### src/sv/ssl_pkg.sv
// shared types and codes for the shifting slot list
// used by ssl_cell, ssl_read_tree and shifting_slot_list; no dependencies
package ssl_pkg;

  localparam int unsigned IdxW   = 6;
  localparam int unsigned OutCntW = 7;

  typedef enum logic [1:0] {
    MODE_APPEND  = 2'd0,
    MODE_PREPEND = 2'd1,
    MODE_REMOVE  = 2'd2,
    MODE_READ    = 2'd3
  } mode_e;

  typedef enum logic [1:0] {
    STAT_OK    = 2'd0,
    STAT_RANGE = 2'd1,
    STAT_FULL  = 2'd2
  } status_e;

  typedef struct packed {
    logic [31:0] name_ref;
    logic [7:0]  age;
    logic [31:0] address_ref;
  } entry_t;

  // per-transaction command broadcast to every cell
  typedef struct packed {
    logic append;
    logic prepend;
    logic remove;
    logic read;
  } cell_ctl_t;

endpackage

### src/sv/ssl_cell.sv
// one slot of the list: holds an entry, shifts to and from its neighbors
// depends on ssl_pkg
module ssl_cell #(
  parameter int unsigned POS   = 0,
  parameter int unsigned CNT_W = 7
) (
  input  logic                  clk_i,
  input  ssl_pkg::cell_ctl_t    ctl_i,
  input  logic [CNT_W-1:0]      count_i,
  input  logic [ssl_pkg::IdxW-1:0] idx_i,
  input  ssl_pkg::entry_t       new_i,
  input  ssl_pkg::entry_t       left_i,
  input  ssl_pkg::entry_t       right_i,
  output ssl_pkg::entry_t       ent_o,
  output ssl_pkg::entry_t       rd_o
);
  import ssl_pkg::*;

  localparam int unsigned CmpW = (CNT_W > IdxW) ? CNT_W : IdxW;
  localparam logic [CmpW-1:0] PosC = CmpW'(POS);

  entry_t ent_q, ent_d;
  logic   at_tail, at_or_above_idx, hit;

  assign at_tail         = (count_i == CNT_W'(POS));
  assign at_or_above_idx = (PosC >= CmpW'(idx_i));
  assign hit             = ctl_i.read && (PosC == CmpW'(idx_i));

  always_comb begin
    ent_d = ent_q;
    if (ctl_i.append && at_tail) begin
      ent_d = new_i;
    end else if (ctl_i.prepend) begin
      ent_d = (POS == 0) ? new_i : left_i;
    end else if (ctl_i.remove && at_or_above_idx) begin
      ent_d = right_i;
    end
  end

  always_ff @(posedge clk_i) begin
    ent_q <= ent_d;
  end

  assign ent_o = ent_q;
  assign rd_o  = hit ? ent_q : '0;

endmodule

### config.mk
export PLATFORM = sky130hd
export DESIGN_NAME = ssl_cell
export DESIGN_NICKNAME = d
export VERILOG_FILES = /design/src/sv/ssl_pkg.sv /design/src/sv/ssl_cell.sv
export SDC_FILE = /design/constraint.sdc
export NUM_CORES = 1
export LEC_CHECK = 0
export BUFFER_PORTS_ARGS = -buffer_cell sky130_fd_sc_hd__buf_2
export CAP_MARGIN = 25
export CORE_AREA = 2 2 148 150
export CTS_BUF_LIST = sky130_fd_sc_hd__clkbuf_4 sky130_fd_sc_hd__clkbuf_8
export DETAILED_ROUTE_END_ITERATION = 12
export DIE_AREA = 0 0 150 152
export GPL_ROUTABILITY_DRIVEN = 0
export PLACE_DENSITY = 0.46
export SYNTH_ARGS = -nofsm -noshare
export SYNTH_HDL_FRONTEND = slang
export SYNTH_SLANG_ARGS = --single-unit
### constraint.sdc
create_clock -name clk_i -period 3.9 [get_ports clk_i]
set_clock_uncertainty 0.05 [all_clocks]
set_input_delay 0.195 -clock clk_i [delete_from_list [all_inputs] [get_ports clk_i]]
set_output_delay 0.195 -clock clk_i [all_outputs]
set_load 0.01 [all_outputs]
# Word-level counts from Yosys, hierarchy flattened
# Index checks and enable logic that the tools add are counted.
[classes]
n_lt_le_gt_ge = 1
muxes = 4
reduce_logical = 6
[op_table]
columns = ["op", "n"]
rows = [
  ["$mux 72", 4],
  ["$logic_not 7->1", 1],
  ["$ge 1x6->1 const A", 1],
  ["$logic_not 6->1", 1],
  ["$logic_and 1x1->1", 3],
  ["$reduce_bool 3->1", 1],
]
[totals]
word_cells = 14
in_bits = 234
register_bits = 72

# Longest topological paths before layout
# Gate-level depths: netlist (run 1).
[logic_depth]
ltp_word = 5
depth_mapped = 5
ltp_nobuf = 3

# Worst setup path before layout (run 1)
# OpenSTA, ideal clock, no wires.
[synth_path]
kind = "input to register"
startpoint = "in count_i[3]"
endpoint = "reg ent_q (netlist bit ent_o[0]) (enable)"
arrival_time_ns = 2.402
cell_stages = 4
n_path_buf = 1
setup_ns = 0.432
setup_slack_ns = 1.016
cell_sequence = "nor4_4 > a21oi_4 > buf_6 > nand2_1"
[synth_between]
elab_chain_len = 3
[synth_rtl]
columns = ["item", "line", "text"]
rows = [
  ["from (decl)", "ssl_cell.sv:9", "input logic [CNT_W-1:0] count_i,"],
  ["$logic_not 7->1", "ssl_cell.sv:25", "assign at_tail = (count_i == CNT_W'(POS));"],
  ["$logic_and 1x1->1", "ssl_cell.sv:31", "if (ctl_i.append && at_tail) begin"],
  ["$reduce_bool 3->1 (no line)", "-", ""],
  ["to (signal assigned)", "ssl_cell.sv:41", "ent_q <= ent_d;"],
  ["to (decl)", "ssl_cell.sv:22", "entry_t ent_q, ent_d;"],
]
# No other way between the ends.
# A chain may end at the register's enable or synchronous reset.

==> results of run 1 <==
## synth_stat cells (all sizes together)
| library cell | number | share of area [%] |
|---|---|---|
| nand3 | 1 | 0.13 |
| nor4 | 2 | 0.71 |
| nor2 | 1 | 0.096 |
| nand2 | 1 | 0.096 |
| clkbuf | 7 | 0.90 |
| and3 | 1 | 0.16 |
| a21oi | 1 | 0.42 |
| buf | 8 | 2.2 |
| edfxtp | 72 | 56 |
| nor4b | 1 | 0.61 |
| mux2 | 72 | 28 |
| and2 | 72 | 12 |
## power by group through the flow
| stage | Sequential [W] | Clock (W) | Combinational [W] |
|---|---|---|---|
| 6_report | 0.000978 | 0.000657 | 0.000349 |
| 4_1_cts | 0.000982 | 0.000697 | 0.000353 |
| 2_1_floorplan | 0.00103 | 0 | 0.000139 |
| 3_5_place_dp | 0.000998 | 0 | 0.000352 |
| 5_1_grt | 0.000990 | 0.000725 | 0.000378 |
| 3_3_place_gp | 0.000996 | 0 | 0.000350 |
## kinds of logic after synthesis
kind of cell | Yosys count | synth area share (%)
multiplexers | 72 | 27.5
buffers and inverters | 15 | 3.12
flip-flops | 72 | 55.6
AO/OA/AOI/OAI | 1 | 0.418
AND/OR/NAND/NOR | 79 | 13.4
## stage by stage
stage	hold slack (ns)	setup WS [ns]	std cells	instance area (sq um)
2_1_floorplan	0.362	1.02	239	3890
3_3_place_gp	0.448	1.73	811	5670
3_5_place_dp	0.449	1.65	811	5670
4_1_cts	0.0468	1.65	827	5880
5_1_grt	0.0491	1.71	829	5930
6_report	0.0810	1.95	829	5930
## how the worst max path moves through the flow
stage / end / cells past startpoint / startpoint / slack, ns
after floorplan: ent_o[0] / 4 / count_i[3] / 1.02
after detailed placement: rd_o[35] / 5 / idx_i[1] / 1.65
final: rd_o[35] / 6 / idx_i[1] / 1.95
after CTS: rd_o[35] / 5 / idx_i[1] / 1.65
after global routing: rd_o[35] / 6 / idx_i[1] / 1.71
after global placement: rd_o[35] / 5 / idx_i[1] / 1.73
## metal layers
metal / vias up / GRT usage [%]
met2: 163 / 16.7
met5: - / 0
met3: 14 / 2.19
li1: 1471 / -
met1: 1434 / 10.8
met4: 0 / 4.90
## cell type report
type                       instances  area share, %
clock buffer                      10           2.21
clock inverter                     6           1.41
timing repair buffer             309           26.8
sequential                        72           36.4
tap                              280           5.91
multi-input combinational        152           27.2
==> impl_metrics.csv, run 1 <==
group,metric,value,unit
die,die_x,150,microns
pwr,ir_drop,0.140,mV
pwr,clkPwrFrac,33.1,%
detailed_routing,drc,0,
place,io_buffer_count,305,
cells_and_area,layout_common_cells,"305 x buf_2, 72 x and2_1, 72 x edfxtp_1",
synth,syn_inst,239,
sta,timing.fmax,514,MHz
hold_path,hold_end,"ent_o[10]",
detailed_routing,drt_iter0_drc,82,
hold_path,hold_path_startpoint,"right_i[10]",
synth,synth_area,3890,sq um
detailed_routing,drt_first_pass_iters,4,
cells_and_area,n_fill_cell,2258,
clocking,cts_resized,0,
clocking,cts_setup_buffers,0,
pwr,leakage,2.98,nW
sta,setup-violations-final,0,
hold_path,holdPathStages,2,
die,die_h,152,microns
worst_setup_path,path_common_cell,"buf_2",
synth,syn_area_per_cell,16.3,sq um
sta,period_needed,1.95,ns
clocking,ctsHoldBuffers,0,
cells_and_area,final_common_cell,"buf_2",
grt,grt_pass1_wl,16700,microns
cells_and_area,area_growth,52.5,%
worst_setup_path,path_cells,"buf_2 -> nor4_1 -> and3_2 -> buf_12 -> and2_1 -> buf_2",
cells_and_area,seqCellArea,2160,sq um
clocking,cts_root_buffer,"clkbuf_8",
sta,slew_headroom,57.6,%
synth,syn-num-nets,473,
detailed_routing,met1_length,4520,microns
pwr,finalPower,0.00198,W
clocking,cts_buffers,9,
worst_setup_path,start_kind,"primary input",
detailed_routing,vias,3082,
synth,ys_seq_area_share,55.6,%
detailed_routing,met3_length,858,microns
clocking,tritoncts,"done",
detailed_routing,routed_wl,11200,microns
grt,grt_overflow,0,
grt,grt.total_usage,9.57,%
sta,slew_viol_final,0,
die,num_io_pins,378,
cells_and_area,multi_input_area,1620,sq um
sta,hold_viol,0,
cells_and_area,final_layout_size_suffix_gt1_share,73.0,%
worst_setup_path,critPathBufInv,3,
pwr,internal_power,0.00151,W
sta,grt_setup_unrepaired,"no",
synth,yosysWarnings,0,
clocking,clk_pin_slew,0.09,ns
clocking,htreeDepth,3,
run,max_cap_violations,0,
pwr,combPwrFrac,17.6,%
worst_setup_path,critical_path.slowest_cell,"and3_2",
cells_and_area,diodes,0,
cells_and_area,utilization,27.8,%
pwr,net-switching-power,0.000479,W
grt,grt_max_degree,73,
worst_setup_path,end_kind,"output port",
worst_setup_path,critPathRequiredTime,3.65,ns
detailed_routing,ant_nets,0,
synth,synthDistinctLibCells,15,
clocking,clockBufferDepth,2,
pwr,p_per_area,335,nW/um^2
detailed_routing,dr_wl_met2,5610,microns
detailed_routing,vias_per_cell,3.72,
die,fp.dieArea,22800,sq um
pwr,power_switching_share,24.1,%
worst_setup_path,path_max_fanout,48,
die,core_area,21400,sq um
worst_setup_path,cpPeakStageDelay,0.50,ns
cells_and_area,largest_reg_flops,72,
die,core.rowCount,54,
worst_setup_path,critical_path_class,"primary input to output port",
worst_setup_path,crit_arrival,1.70,ns
place,hpwl,8790,microns
sta,setup_tns,0,ns
grt,grt_pass1_vias,3152,
outcome,run_status,"finished, final reports clean",
hold_path,min_path_type,"primary input to register",
synth,ys_ff_latch,72,
die,initial_utilization,18.2,%
pwr,p_seq_share,49.3,%
grt,antenna_found_initial,0,
clocking,cts.sinks,72,
cells_and_area,fin_nets,778,
sta,period_share,49.9,%
detailed_routing,avgRoutedWirePerCell,13.6,microns
worst_setup_path,cp_top_family,"simple AND/OR/NAND/NOR gates",
sta,tightest_slew,0.637,ns
detailed_routing,highest_layer,"met4",
No activity file was read; power rests on OpenSTA's default activity.
==> run 2: changes to the inputs <==
- CORE_AREA: 2 2 148 150 -> 2 2 147 149
- DIE_AREA: 0 0 150 152 -> 0 0 149 151
- PLACE_DENSITY: 0.46 -> 0.49
- clock period: 3.9 -> 1.71 ns (I/O delays scaled with it)
==> run 2 against run 1 <==
  * Worst hold slack better by 0.095 ns
  * Cell count is 17% higher
  * Cell area is 27% higher
  * Global-route usage is 1.3 points higher
  * Sequential cell count stayed put
  * Utilization is 8.3 points higher
  * The run now ends with negative setup slack left
  * First-iteration DRC count is 35% higher
  * Non-clock buffer count is 150 higher
  * Sequential share of layout area is 7.7 points lower
  * Highest routed layer unchanged
  * Total power grew to 2.5 times the previous value
  * Count of clock-buffer cells in the layout stayed put
  * Clock power grew to 2.5 times the previous value
  * Critical path type is now primary input to register
==> impl_metrics.csv, run 2 (synthesis results as in run 1) <==
group,metric,value,unit
pwr,p_per_area,668,nW/um^2
sta,fin_ws,-0.00563,ns
worst_setup_path,start_kind,"primary input",
detailed_routing,vias,3674,
die,die_h,151,microns
cells_and_area,final_common_cell,"buf_2",
detailed_routing,routed_wl,13000,microns
sta,period_share,100,%
sta,hold_viol,0,
die,initial_utilization,18.7,%
grt,grt_pass1_vias,3762,
clocking,clk_pin_slew,0.08,ns
sta,tightest_slew,0.301,ns
outcome,violations,"negative setup slack",
sta,setup_tns,-0.0111,ns
cells_and_area,fin_cells,974,
grt,antenna_found_initial,0,
detailed_routing,avgRoutedWirePerCell,13.4,microns
place,io_buffer_count,305,
outcome,run_status,"finished, violations left",
place,dp_slack,0.0831,ns
detailed_routing,vias_per_cell,3.77,
worst_setup_path,path_max_fanout,37,
clocking,cts_root_buffer,"clkbuf_8",
worst_setup_path,critical_path.slowest_cell,"dlygate4sd3_1",
clocking,cts_setup_buffers,0,
hold_path,min_path_type,"primary input to register",
die,core_area,20800,sq um
sta,holdWs,0.176,ns
die,die_x,149,microns
pwr,leakage,3.72,nW
detailed_routing,drt_iter0_drc,111,
sta,setup-violations-final,3,
place,numPlacedInstances,814,
sta,timing.fmax,583,MHz
die,fp.dieArea,22500,sq um
worst_setup_path,path_cells,"buf_2 -> nor4_4 -> a21oi_4 -> buf_12 -> mux2_4 -> dlygate4sd3_1",
grt,grt_pass1_wl,18500,microns
grt,grt_overflow,0,
detailed_routing,drt_first_pass_iters,4,
cells_and_area,area_growth,93.1,%
worst_setup_path,critical_path_class,"primary input to register",
run,max_cap_violations,0,
detailed_routing,ant_nets,0,
sta,slew_viol_final,0,
pwr,finalPower,0.00502,W
sta,slew_headroom,79.8,%
clocking,htreeDepth,3,
cells_and_area,fin_nets,928,
pwr,ir_drop,0.240,mV
clocking,cts_buffers,9,
clocking,cts.sinks,72,
worst_setup_path,cpPeakStageDelay,0.55,ns
cells_and_area,layout_common_cells,"305 x buf_2, 135 x dlygate4sd3_1, 72 x and2_1, 72 x edfxtp_1, 69 x mux2_4",
clocking,tritoncts,"done",
grt,grt_max_degree,39,
worst_setup_path,end_kind,"register",
sta,grt_setup_unrepaired,"no",
die,num_io_pins,378,
sta,period_needed,1.72,ns
worst_setup_path,crit_arrival,1.78,ns
place,hpwl,9270,microns
cells_and_area,largest_reg_flops,72,
detailed_routing,drc,0,
cells_and_area,final_layout_size_suffix_gt1_share,58.1,%
die,core.rowCount,53,
grt,grt.total_usage,10.8,%
cells_and_area,diodes,0,
clocking,clockBufferDepth,2,
worst_setup_path,critPathRequiredTime,1.77,ns
[run 2: cell count changes in the layout (fill, tap and decap cells not counted), sizes merged]
cell          previous run  this run
buf                    309       315
bufinv                   2         3
clkinvlp                 2         0
dlygate4sd3              0       135
dlymetal6s4s             0         9
inv                      0         1
[run 2: path summary, 6_finish.rpt]
check	startpoint	cells after the start	slack, ns	end
worst max-delay path	count_i[4]	6	-0.006	ent_o[35]
worst min-delay path	new_i[20]	3	0.18	ent_o[20]
[run 2: cell type report]
cell class	count	area (sq um)
fill	2038	13300
timing repair buffer	459	3150
sequential	72	2160
multi-input combinational	152	1620
tap	275	344
clock buffer	10	131
clock inverter	6	106
[run 2: timing repair]
action                                  in CTS  in global routing
endpoints found under the setup margin       0                 20
hold endpoints to repair                    72                  0
hold buffers                               144                  0
resized for setup                            0                  9
[run 2: stage by stage]
| step | util [%] | cell area, sq um |
|---|---|---|
| after floorplan | - | 3900 |
| after global placement | 27.9 | 5810 |
| after detailed placement | 27.9 | 5810 |
| after CTS | 36.0 | 7490 |
| after global routing | 36.1 | 7510 |
| final | 36.1 | 7510 |
[run 2: where the power goes]
part / internal, W / switching (W) / total (W) / leakage (nW)
Clock: 0.000982 / 0.000669 / 0.00165 / 0.119
Combinational: 0.000728 / 0.000397 / 0.00112 / 2.90
Sequential: 0.00215 / 0.0000923 / 0.00224 / 0.705
Total: 0.00386 / 0.00116 / 0.00502 / 3.72
[run 2: worst max-delay path: cells and delay by family]
kind | cells | cell delay [ns]
multiplexers | 1 | 0.33
AND/OR/NAND/NOR | 1 | 0.33
AO/OA/AOI/OAI | 1 | 0.12
buffers and inverters | 3 | 0.86
[run 2: routing by layer]
metal	global-route usage [%]	share of wire, %	vias up	routed length (microns)
met3	2.98	7.2	8	943
met5	0	0	-	0
met2	21.3	53	188	6970
met1	11.0	38	1708	4980
li1	-	-	1770	-
met4	3.48	1.1	0	138
==> run 3: changes to the inputs <==
==> constraint.sdc (replaced) <==
create_clock -name clk_i -period 1.71 [get_ports clk_i]
set_clock_uncertainty 0.05 [all_clocks]
set_input_delay 0.342 -clock clk_i [delete_from_list [all_inputs] [get_ports clk_i]]
set_output_delay 0.342 -clock clk_i [all_outputs]
set_load 0.01 [all_outputs]
==> run 3 against run 2 <==
  * The run still ends with negative setup slack left
  * Largest power group unchanged
  * Utilization fell by 6.9 points
  * Non-clock buffer count fell by 140
  * Count of clock-buffer cells in the layout rose by 1
  * Die area did not move
  * Via count fell by 16%
  * Highest routed layer unchanged
==> impl_metrics.csv, run 3 (synthesis results as in run 1) <==
group,metric,value,unit
die,fp.dieArea,22500,sq um
sta,timing.fmax,527,MHz
clocking,tritoncts,"done",
grt,antenna_found_initial,0,
worst_setup_path,path_max_fanout,51,
cells_and_area,diodes,0,
cells_and_area,final_common_cell,"buf_2",
place,io_buffer_count,305,
worst_setup_path,cpPeakStageDelay,0.27,ns
outcome,run_status,"finished, violations left",
clocking,cts_setup_buffers,0,
worst_setup_path,path_cells,"buf_2 -> nor4_4 -> and3_4 -> buf_12 -> and2_1 -> buf_2",
clocking,clk_pin_slew,0.09,ns
grt,grt_pass1_wl,16800,microns
cells_and_area,area_growth,56.1,%
worst_setup_path,path_common_cell,"buf_2",
clocking,cts_buffers,9,
clocking,clockBufferDepth,2,
worst_setup_path,start_kind,"primary input",
sta,slew_viol_final,0,
sta,period_share,111,%
run,max_cap_violations,0,
clocking,htreeDepth,3,
outcome,violations,"negative setup slack",
hold_path,min_path_type,"primary input to register",
die,core_area,20800,sq um
grt,grt_pass1_vias,3193,
sta,setup_tns,-10.14,ns
pwr,ir_drop,0.281,mV
detailed_routing,vias_per_cell,3.70,
die,die_x,149,microns
grt,grt_overflow,0,
sta,holdWs,0.225,ns
cells_and_area,layout_common_cells,"304 x buf_2, 72 x and2_1, 72 x edfxtp_1",
sta,hold_viol,0,
sta,grt_setup_unrepaired,"yes",
pwr,leakage,3.05,nW
cells_and_area,largest_reg_flops,72,
cells_and_area,final_layout_size_suffix_gt1_share,73.9,%
die,core.rowCount,53,
sta,setup-violations-final,72,
place,numPlacedInstances,818,
pwr,p_per_area,759,nW/um^2
detailed_routing,routed_wl,11800,microns
detailed_routing,vias,3089,
grt,grt.total_usage,9.93,%
worst_setup_path,critPathRequiredTime,1.32,ns
die,die_h,151,microns
sta,fin_ws,-0.186,ns
die,num_io_pins,378,
worst_setup_path,critical_path.slowest_cell,"nor4_4",
pwr,finalPower,0.00461,W
sta,period_needed,1.90,ns
detailed_routing,drt_iter0_drc,84,
clocking,cts.sinks,72,
grt,grt_max_degree,52,
worst_setup_path,crit_arrival,1.50,ns
die,initial_utilization,18.7,%
worst_setup_path,end_kind,"output port",
cells_and_area,fin_nets,788,
detailed_routing,drc,0,
detailed_routing,avgRoutedWirePerCell,14.2,microns
worst_setup_path,critical_path_class,"primary input to output port",
place,hpwl,9540,microns
sta,slew_headroom,79.9,%
cells_and_area,fin_cells,834,
detailed_routing,drt_first_pass_iters,4,
clocking,cts_root_buffer,"clkbuf_8",
place,dp_slack,-0.325,ns
detailed_routing,ant_nets,0,
sta,tightest_slew,0.301,ns
-- run 3: cell types whose count changed in the layout (fill, tap and decap cells not counted), moves of 2 or more --
cell            before  now
clkinv_1             2    0
dlymetal6s4s_1       9    0
dlygate4sd3_1      135    0
buf_12               7    5
buf_4                3    8
buf_6                0    2
-- run 3: area by class of cell --
cell class / instances / area [sq um]
clock buffers: 11 / 139
well taps: 275 / 344
fillers: 2182 / 14700
flip-flops and latches: 72 / 2160
multi-input cells: 152 / 1640
clock inverters: 5 / 81.3
repair buffers: 319 / 1700
-- run 3: repair_timing --
action / in CTS / in global routing
hold buffers: 0 / 0
setup endpoints to repair: 72 / 72
resized for setup: 5 / 0
pin swaps: 2 / 0
-- run 3: metrics by stage --
stage / utilization (%) / instance area, sq um
final: 29.2 / 6070
after CTS: 29.2 / 6070
after global routing: 29.2 / 6070
after detailed placement: 28.0 / 5820
after global placement: 28.0 / 5820
after floorplan: - / 3910
-- run 3: layer usage --
metal / wire length, microns / vias up / track usage [%]
li1: - / 1491 / -
met1: 4730 / 1437 / 11.5
met2: 6180 / 152 / 17.8
met3: 727 / 9 / 1.69
met4: 206 / 0 / 4.76
met5: 0 / - / 0
-- run 3: worst max-delay path, delay by kind of cell --
family,cells,cell delay (ns)
buffers and inverters,3,0.45
and+or+nand+nor,3,0.68
-- run 3: power breakdown --
part | leakage, nW | total, W | switching, W | internal (W)
sequential | 0.705 | 0.00224 | 0.0000937 | 0.00215
clock | 0.110 | 0.00153 | 0.000679 | 0.000855
combinational | 2.23 | 0.000832 | 0.000352 | 0.000480
total | 3.05 | 0.00461 | 0.00112 | 0.00348
-- run 3: final timing paths --
path	startpoint	slack, ns	cells after the start	end
max	idx_i[0]	-0.19	6	rd_o[35]
min	new_i[5]	0.23	2	ent_o[5]
